==> src/design/tbas_pkg.sv <==
// ----------------------------------------------------------------------------
// tbas_pkg - shared types and codes for the trip boundary angle search
// Event, status and result codes, the register set, the sequencer state and
// the result word layout.
// ----------------------------------------------------------------------------
package tbas_pkg;

  // request kinds on the input stream (tuser)
  localparam logic [1:0] REQ_START  = 2'd0;
  localparam logic [1:0] REQ_STOP   = 2'd1;
  localparam logic [1:0] REQ_STATUS = 2'd2;

  // instrument status signatures
  localparam logic [6:0] CODE_NOT_TRIPPED = 7'd3;
  localparam logic [6:0] CODE_TRIPPED     = 7'd4;
  localparam logic [6:0] CODE_SEQ_END     = 7'd5;

  // result kinds on the output stream (tuser)
  localparam logic [1:0] KIND_PROBE    = 2'd0;
  localparam logic [1:0] KIND_BOUNDARY = 2'd1;
  localparam logic [1:0] KIND_FINISHED = 2'd2;
  localparam logic [1:0] KIND_STOPPED  = 2'd3;

  // search stage
  localparam logic [1:0] STAGE_PROBE0   = 2'd1;
  localparam logic [1:0] STAGE_PROBE180 = 2'd2;
  localparam logic [1:0] STAGE_BISECT   = 2'd3;

  // last seen trip outcome
  localparam logic [1:0] OUTC_NONE        = 2'd0;
  localparam logic [1:0] OUTC_NOT_TRIPPED = 2'd1;
  localparam logic [1:0] OUTC_TRIPPED     = 2'd2;

  // register indexes
  localparam logic [1:0] REG_IR_FIRST  = 2'd0;
  localparam logic [1:0] REG_IR_LAST   = 2'd1;
  localparam logic [1:0] REG_IR_INCR   = 2'd2;
  localparam logic [1:0] REG_ANGLE_TOL = 2'd3;

  // 180 degrees in 1/256 degree
  localparam logic [15:0] ANGLE_180 = 16'd46080;

  typedef struct packed {
    logic [15:0] ir_first;
    logic [15:0] ir_last;
    logic [15:0] ir_increment;
    logic [15:0] angle_tolerance;
  } cfg_t;

  typedef struct packed {
    logic        running;
    logic [1:0]  stage;
    logic [1:0]  outcome;
    logic        first_tripped;
    logic [15:0] start_angle;
    logic [15:0] end_angle;
    logic [15:0] probe_angle;
    logic [15:0] ir_now;
  } state_t;

  typedef struct packed {
    logic [1:0]  kind;
    logic [15:0] angle;
    logic [15:0] ir_value;
    logic        last;
  } result_t;

endpackage

==> src/design/tbas_step.sv <==
// ----------------------------------------------------------------------------
// tbas_step - next-state and result logic of the angle search sequencer
// Given the current state, the registers and one event, produces the next
// state and zero, one or two result words.
// ----------------------------------------------------------------------------
module tbas_step (
  input  tbas_pkg::state_t  st,
  input  tbas_pkg::cfg_t    cfg,
  input  logic [1:0]        req_type,
  input  logic [6:0]        status_code,
  output tbas_pkg::state_t  st_next,
  output logic [1:0]        n_res,
  output tbas_pkg::result_t res0,
  output tbas_pkg::result_t res1
);
  import tbas_pkg::*;

  logic        tripped;
  logic [16:0] mid_sum;
  logic [16:0] ir_sum;
  logic [15:0] ir_sat;
  logic        adv_go;
  logic [15:0] new_start;
  logic [15:0] new_end;
  logic [16:0] mid2_sum;
  logic [15:0] ang_diff;
  result_t     adv_res;

  always_comb begin
    tripped   = (st.outcome == OUTC_TRIPPED);
    mid_sum   = {1'b0, st.start_angle} + {1'b0, st.end_angle};
    ir_sum    = {1'b0, st.ir_now} + {1'b0, cfg.ir_increment};
    ir_sat    = ir_sum[16] ? 16'hFFFF : ir_sum[15:0];
    adv_go    = (st.ir_now < cfg.ir_last);
    new_start = tripped ? st.start_angle : st.probe_angle;
    new_end   = tripped ? st.probe_angle : st.end_angle;
    mid2_sum  = {1'b0, new_start} + {1'b0, new_end};
    ang_diff  = (st.start_angle >= st.end_angle) ? (st.start_angle - st.end_angle)
                                                 : (st.end_angle - st.start_angle);

    // next current step, or finish
    adv_res.kind     = adv_go ? KIND_PROBE : KIND_FINISHED;
    adv_res.angle    = '0;
    adv_res.ir_value = adv_go ? ir_sat : st.ir_now;
    adv_res.last     = 1'b1;

    st_next = st;
    n_res   = 2'd0;
    res0    = '0;
    res1    = '0;

    unique case (req_type)
      REQ_START: begin
        if (!st.running) begin
          st_next.running       = 1'b1;
          st_next.ir_now        = cfg.ir_first;
          st_next.first_tripped = 1'b0;
          st_next.start_angle   = '0;
          st_next.end_angle     = ANGLE_180;
          st_next.probe_angle   = '0;
          st_next.stage         = STAGE_PROBE0;
          res0.kind     = KIND_PROBE;
          res0.angle    = '0;
          res0.ir_value = cfg.ir_first;
          res0.last     = 1'b1;
          n_res         = 2'd1;
        end
      end
      REQ_STOP: begin
        if (st.running) begin
          st_next.running = 1'b0;
          res0.kind     = KIND_STOPPED;
          res0.angle    = '0;
          res0.ir_value = st.ir_now;
          res0.last     = 1'b1;
          n_res         = 2'd1;
        end
      end
      REQ_STATUS: begin
        if (st.running) begin
          if (status_code == CODE_NOT_TRIPPED) begin
            st_next.outcome = OUTC_NOT_TRIPPED;
          end else if (status_code == CODE_TRIPPED) begin
            st_next.outcome = OUTC_TRIPPED;
          end else if (status_code == CODE_SEQ_END && st.outcome != OUTC_NONE) begin
            unique case (st.stage)
              STAGE_PROBE0: begin
                st_next.stage         = STAGE_PROBE180;
                st_next.first_tripped = tripped;
                res0.kind     = KIND_PROBE;
                res0.angle    = st.end_angle;
                res0.ir_value = st.ir_now;
                res0.last     = 1'b1;
                n_res         = 2'd1;
              end
              STAGE_PROBE180: begin
                if (!tripped && !st.first_tripped) begin
                  // no trip at either end: move on
                  res0  = adv_res;
                  n_res = 2'd1;
                  if (adv_go) begin
                    st_next.ir_now        = ir_sat;
                    st_next.first_tripped = 1'b0;
                    st_next.start_angle   = '0;
                    st_next.end_angle     = ANGLE_180;
                    st_next.probe_angle   = '0;
                    st_next.stage         = STAGE_PROBE0;
                  end else begin
                    st_next.running = 1'b0;
                  end
                end else begin
                  st_next.stage       = STAGE_BISECT;
                  st_next.probe_angle = mid_sum[16:1];
                  if (!tripped) begin
                    // search runs from 180 down toward 0
                    st_next.end_angle   = '0;
                    st_next.start_angle = ANGLE_180;
                  end
                  res0.kind     = KIND_PROBE;
                  res0.angle    = mid_sum[16:1];
                  res0.ir_value = st.ir_now;
                  res0.last     = 1'b1;
                  n_res         = 2'd1;
                end
              end
              STAGE_BISECT: begin
                if (ang_diff <= cfg.angle_tolerance) begin
                  res0.kind     = KIND_BOUNDARY;
                  res0.angle    = st.probe_angle;
                  res0.ir_value = st.ir_now;
                  res0.last     = 1'b0;
                  res1          = adv_res;
                  n_res         = 2'd2;
                  if (adv_go) begin
                    st_next.ir_now        = ir_sat;
                    st_next.first_tripped = 1'b0;
                    st_next.start_angle   = '0;
                    st_next.end_angle     = ANGLE_180;
                    st_next.probe_angle   = '0;
                    st_next.stage         = STAGE_PROBE0;
                  end else begin
                    st_next.running = 1'b0;
                  end
                end else begin
                  st_next.start_angle = new_start;
                  st_next.end_angle   = new_end;
                  st_next.probe_angle = mid2_sum[16:1];
                  res0.kind     = KIND_PROBE;
                  res0.angle    = mid2_sum[16:1];
                  res0.ir_value = st.ir_now;
                  res0.last     = 1'b1;
                  n_res         = 2'd1;
                end
              end
              default: begin
              end
            endcase
          end
        end
      end
      default: begin
      end
    endcase
  end

endmodule

==> src/design/trip_boundary_angle_search_core.sv <==
// ----------------------------------------------------------------------------
// trip_boundary_angle_search_core - relay trip boundary search sequencer
// Bisects the phase angle per restraint-current step and streams probe,
// boundary, finish and stop words.
// ----------------------------------------------------------------------------
//
// channel   dir  handshake         payload
// s_*       in   s_tvalid/tready   tuser=req_type, tdata=status_code
// m_*       out  m_tvalid/tready   tuser=out_kind, tdata=angle|ir_value, tlast=last
// cfg_*     in   cfg_valid/ready   cfg_index, cfg_data (always ready)
//
// Cycles: an event is decoded in the cycle it is accepted; its result
// words, if any, are in the output queue on the next cycle. One event per
// cycle sustained while the output side takes one word per cycle and no event
// yields two words. The three-entry output queue sets the figure: s_tready is
// high while at most one word is queued. Reset: synchronous, rst high; registers
// return to their defaults, the queue empties. Stalls on m_tready hold the queue.
module trip_boundary_angle_search_core (
  input  logic        clk,
  input  logic        rst,
  // input stream
  input  logic        s_tvalid,
  output logic        s_tready,
  input  logic [7:0]  s_tdata,    // [6:0] status_code, [7] zero
  input  logic [1:0]  s_tuser,    // [1:0] req_type
  // result stream
  output logic        m_tvalid,
  input  logic        m_tready,
  output logic [31:0] m_tdata,    // [15:0] angle, [31:16] ir_value
  output logic [1:0]  m_tuser,    // [1:0] out_kind
  output logic        m_tlast,    // last
  // register writes
  input  logic        cfg_valid,
  output logic        cfg_ready,
  input  logic [1:0]  cfg_index,
  input  logic [15:0] cfg_data
);
  import tbas_pkg::*;

  localparam int QDEPTH = 3;

  cfg_t      cfg;
  state_t    st;
  state_t    st_next;
  logic [1:0] n_res;
  result_t   res0;
  result_t   res1;

  // output queue: entry 0 is presented on the port
  result_t   q [QDEPTH];
  result_t   q_next [QDEPTH];
  logic [1:0] cnt;
  logic [1:0] cnt_next;
  logic [1:0] base;
  logic       pop;
  logic       push;

  assign cfg_ready = 1'b1;
  assign s_tready  = (cnt <= 2'd1);
  assign push      = s_tvalid && s_tready;
  assign pop       = m_tvalid && m_tready;

  assign m_tvalid = (cnt != 2'd0);
  assign m_tdata  = {q[0].ir_value, q[0].angle};
  assign m_tuser  = q[0].kind;
  assign m_tlast  = q[0].last;

  tbas_step u_step (
    .st          (st),
    .cfg         (cfg),
    .req_type    (s_tuser),
    .status_code (s_tdata[6:0]),
    .st_next     (st_next),
    .n_res       (n_res),
    .res0        (res0),
    .res1        (res1)
  );

  always_comb begin
    for (int i = 0; i < QDEPTH; i++) begin
      q_next[i] = q[i];
    end
    // shift out the taken word
    if (pop) begin
      for (int i = 0; i < QDEPTH - 1; i++) begin
        q_next[i] = q[i+1];
      end
    end
    base     = cnt - {1'b0, pop};
    cnt_next = base;
    if (push) begin
      for (int i = 0; i < QDEPTH; i++) begin
        if (n_res != 2'd0 && i == int'(base)) begin
          q_next[i] = res0;
        end
        if (n_res == 2'd2 && i == int'(base) + 1) begin
          q_next[i] = res1;
        end
      end
      cnt_next = base + n_res;
    end
  end

  always_ff @(posedge clk) begin
    if (rst) begin
      cfg.ir_first        <= 16'd1024;
      cfg.ir_last         <= 16'd4096;
      cfg.ir_increment    <= 16'd512;
      cfg.angle_tolerance <= 16'd77;
      st.running          <= 1'b0;
      st.stage            <= STAGE_PROBE0;
      st.outcome          <= OUTC_NONE;
      st.first_tripped    <= 1'b0;
      st.start_angle      <= '0;
      st.end_angle        <= ANGLE_180;
      st.probe_angle      <= '0;
      st.ir_now           <= '0;
      cnt                 <= '0;
    end else begin
      if (cfg_valid && cfg_ready) begin
        unique case (cfg_index)
          REG_IR_FIRST:  cfg.ir_first        <= cfg_data;
          REG_IR_LAST:   cfg.ir_last         <= cfg_data;
          REG_IR_INCR:   cfg.ir_increment    <= cfg_data;
          REG_ANGLE_TOL: cfg.angle_tolerance <= cfg_data;
          default: begin
          end
        endcase
      end
      if (push) begin
        st <= st_next;
      end
      cnt <= cnt_next;
    end
  end

  // queue payload carries no reset
  always_ff @(posedge clk) begin
    for (int i = 0; i < QDEPTH; i++) begin
      q[i] <= q_next[i];
    end
  end

endmodule

==> config.mk <==
export PLATFORM = sky130hd
export DESIGN_NAME = trip_boundary_angle_search_core
export DESIGN_NICKNAME = d
export VERILOG_FILES = /design/src/design/tbas_pkg.sv /design/src/design/tbas_step.sv /design/src/design/trip_boundary_angle_search_core.sv
export SDC_FILE = /design/constraint.sdc
export NUM_CORES = 1
export LEC_CHECK = 0
export ABC_AREA = 1
export BUFFER_PORTS_ARGS = -buffer_cell sky130_fd_sc_hd__buf_2
export CORE_MARGIN = 2
export CORE_UTILIZATION = 55
export DETAILED_ROUTE_END_ITERATION = 7
export GPL_ROUTABILITY_DRIVEN = 0
export PLACE_DENSITY_LB_ADDON = 0.12
export SYNTH_ARGS = -nofsm -noshare
export SYNTH_HDL_FRONTEND = slang
export SYNTH_SLANG_ARGS = --single-unit
==> constraint.sdc <==
create_clock -name clk -period 19.39 [get_ports clk]
set_input_delay 1.939 -clock clk [delete_from_list [all_inputs] [get_ports clk]]
set_output_delay 1.939 -clock clk [all_outputs]
set_load 0.005 [all_outputs]
==> run summary <==
CTS root buf -> clkbuf_16
Post-DP HPWL -> 41.0 mm
Setup Skew -> 0.0148 ns
Final setup violation count -> 0
Hold Path Sink -> cfg[45]
DR vias/cell -> 5.85
Final WL -> 57.8 mm
Peak VDD IR -> 0.0735 mV
Post-synth top area cell -> dfxtp_1
Remaining DRCs -> 0
Avg WL per Cell -> 18.1 um
Critical path's slowest cell -> dfxtp_1
CTS tree -> yes
Hold_ws -> 0.458 ns
Crit end category -> register
Ant diodes -> 0
Mapped Cells -> 2783
Worst-margin pin slew -> 1.05 ns
Max Cap Viol -> 0
Top FF cell, synth -> dfxtp_1
R2R cell count -> 25
Setup repair bufs after CTS -> 0
Area contributors post-synth -> dfxtp_1 (23%), nand2_1 (15%), ha_1 (7.9%)
PortBufs -> 68
Starting Density -> 0.558
Initial antenna violation count -> 1
CTS resizes -> 0
Syn nets -> 2936
Top-area cell type share of the netlist area -> 0.227
Tot Pwr -> 1.82 mW
Global Route Usage Sum -> 0.332
Die Y -> 186 um
Hold depth -> 2
Clock sinks -> 241
Largest net degree at the start of global routing -> 86
First-pass GRT wire length -> 90.6 mm
Total grt overflow -> 0
Routed Antenna Nets -> 0
Max transition margin -> 0.296
Worst R2R Setup Slack -> 12.00 ns
Worst EP required -> 19.61 ns
Hold Violations, Final -> 0
Final Util -> 0.596
Area added between synthesis and finish -> 6.83%
Setup total negative slack -> 0 ns
Core area -> 32500 um2
Clock transition at path regs -> 0.06 ns
Setup Crit Path Kind -> reg2reg
TritonRoute pass-1 iters -> 6
Row cnt -> 66
Final min period -> 7.39 ns
Hold Path Class -> reg2reg
Fmax -> 0.135 GHz
Startpoint types -> register
Via count -> 18700
Status -> complete, no violations
Power density cells -> 93.9 nW/um2
Cell Area, Synth -> 18200 um2
Ys Warns -> 0
Die area -> 34500 um2
Worst-Skew Late Latency -> 0.59 ns
Worst path most repeated cell -> nand2_1
Layout cell share with drive strength beyond 1 -> 0.0902
Synth unique cells -> 57
Worst r2r src -> st[33]
Vias in the first global route -> 17100
RSZ-0062 raised after global routing -> no
Total CTS buffers -> 29
Nets -> 2891
Final period util -> 0.381
Worst Path Arrival -> 7.62 ns
Final Max Slew Viols -> 0
Worst Min Path Start -> cfg[45]
H-tree depth -> 1
Hold_buf cts -> 0
#FFs+latches synth -> 241
Crit-path max cell delay -> 0.61 ns
Register area share after synthesis -> 0.285
Post-synth EDFFs -> 35
Asr flop ratio synth -> 0
Clk buf depth -> 3
Leak -> 9.03 nW
Worst Path Max Fanout -> 35
Die width -> 186 um
Syn avg cell area -> 6.53 um2
Worst R2R End -> q[0][92]
Iter 0 DRT Violations -> 2252
I/O pins -> 71
## state kept, by name (all words and copies together), names as in the netlist
| register | cells |
|---|---|
| cfg | 64 |
| cnt | 2 |
| q | 105 |
| st | 70 |
## how the worst max path moves through the flow
| stage | to | slack [ns] | start |
|---|---|---|---|
| floorplan | q[0][100] | 12.57 | m_tready |
| detailed placement | q[0][89] | 12.12 | st[33] |
| finish | q[0][92] | 12.00 | st[33] |
| CTS | q[0][98] | 12.08 | st[33] |
| global placement | q[0][94] | 12.18 | st[33] |
| global route | q[0][74] | 11.41 | st[33] |
## area by class of cell
type	instances	area, um2
clock buffers	38	851
clock inverters	16	210
fillers	3258	13100
inverters	342	1290
multi-input cells	2042	10900
flip-flops and latches	241	5170
well taps	442	553
repair buffers	82	445
## report_power, final
part / switching (mW) / internal [mW]
sequential: 0.0465 / 0.602
combinational: 0.371 / 0.200
clock: 0.239 / 0.364
total: 0.656 / 1.17
## critical path: cells and delay by family (launching register included)
kind | cells | cell delay [ns]
simple gates | 13 | 2.97
buf+inv | 6 | 1.86
flops | 1 | 0.61
xor+xnor | 1 | 0.16
compound gates | 3 | 0.59
fa+ha+maj | 2 | 0.78
## cell usage in the layout, fill, tap and decap left out, types with 6 or more instances in the layout
master	n
o21bai_1	10
dfxtp_1	206
a22oi_1	11
clkinv_2	6
o21ai_0	259
inv_2	16
xor2_1	27
buf_2	68
xnor2_1	7
o31ai_1	9
or2_2	17
o211ai_1	48
o21ai_1	40
clkbuf_8	7
nand2_1	704
a21oi_1	254
o221ai_1	6
o22ai_1	21
a21oi_2	24
ha_1	115
a21o_1	7
a31oi_1	15
inv_1	318
clkbuf_16	30
edfxtp_1	35
nor3_1	17
nand3_1	138
nand2_2	28
nor2_1	205
buf_4	14
nand4_1	23
## through the flow
| stage | cells | area [um2] | setup slack (ns) |
|---|---|---|---|
| 3_3_place_gp | 3149 | 18300 | 12.18 |
| 5_1_grt | 3203 | 19400 | 11.41 |
| 4_1_cts | 3203 | 19400 | 12.08 |
| 3_5_place_dp | 3149 | 18300 | 12.12 |
| 2_1_floorplan | 2783 | 18200 | 12.57 |
| 6_report | 3203 | 19400 | 12.00 |
## cells in the mapped netlist (27+ instances only)
cell      instances
nor2_1          205
clkbuf_1         69
inv_1           320
nand2_1         706
o211ai_1         48
o21ai_1          40
edfxtp_1         35
dfxtp_1         206
a21oi_1         254
xor2_1           27
buf_4            41
ha_1            115
o21ai_0         260
nand3_1         138
buf_2            33
## cell families (layout without fill, tap and decap cells)
family	after synthesis	count (layout)	synth area share
buffers and inverters	500	478	0.118
AO/OA/AOI/OAI	720	720	0.223
AND/OR/NAND/NOR	1162	1162	0.270
multiplexers	5	5	0.00276
XOR/XNOR	34	34	0.0164
flip-flops	241	241	0.285
adder cells (fa/ha/maj)	120	120	0.0847
other	1	1	0.000206
## layer usage
metal | vias up | part of all wire | track usage
li1 | 9068 | - | -
met1 | 8632 | 0.41 | 0.425
met2 | 830 | 0.46 | 0.554
met3 | 195 | 0.074 | 0.0372
met4 | 0 | 0.057 | 0.170
met5 | - | 0 | 0
Note: power is estimated with default switching activity, not from simulation.
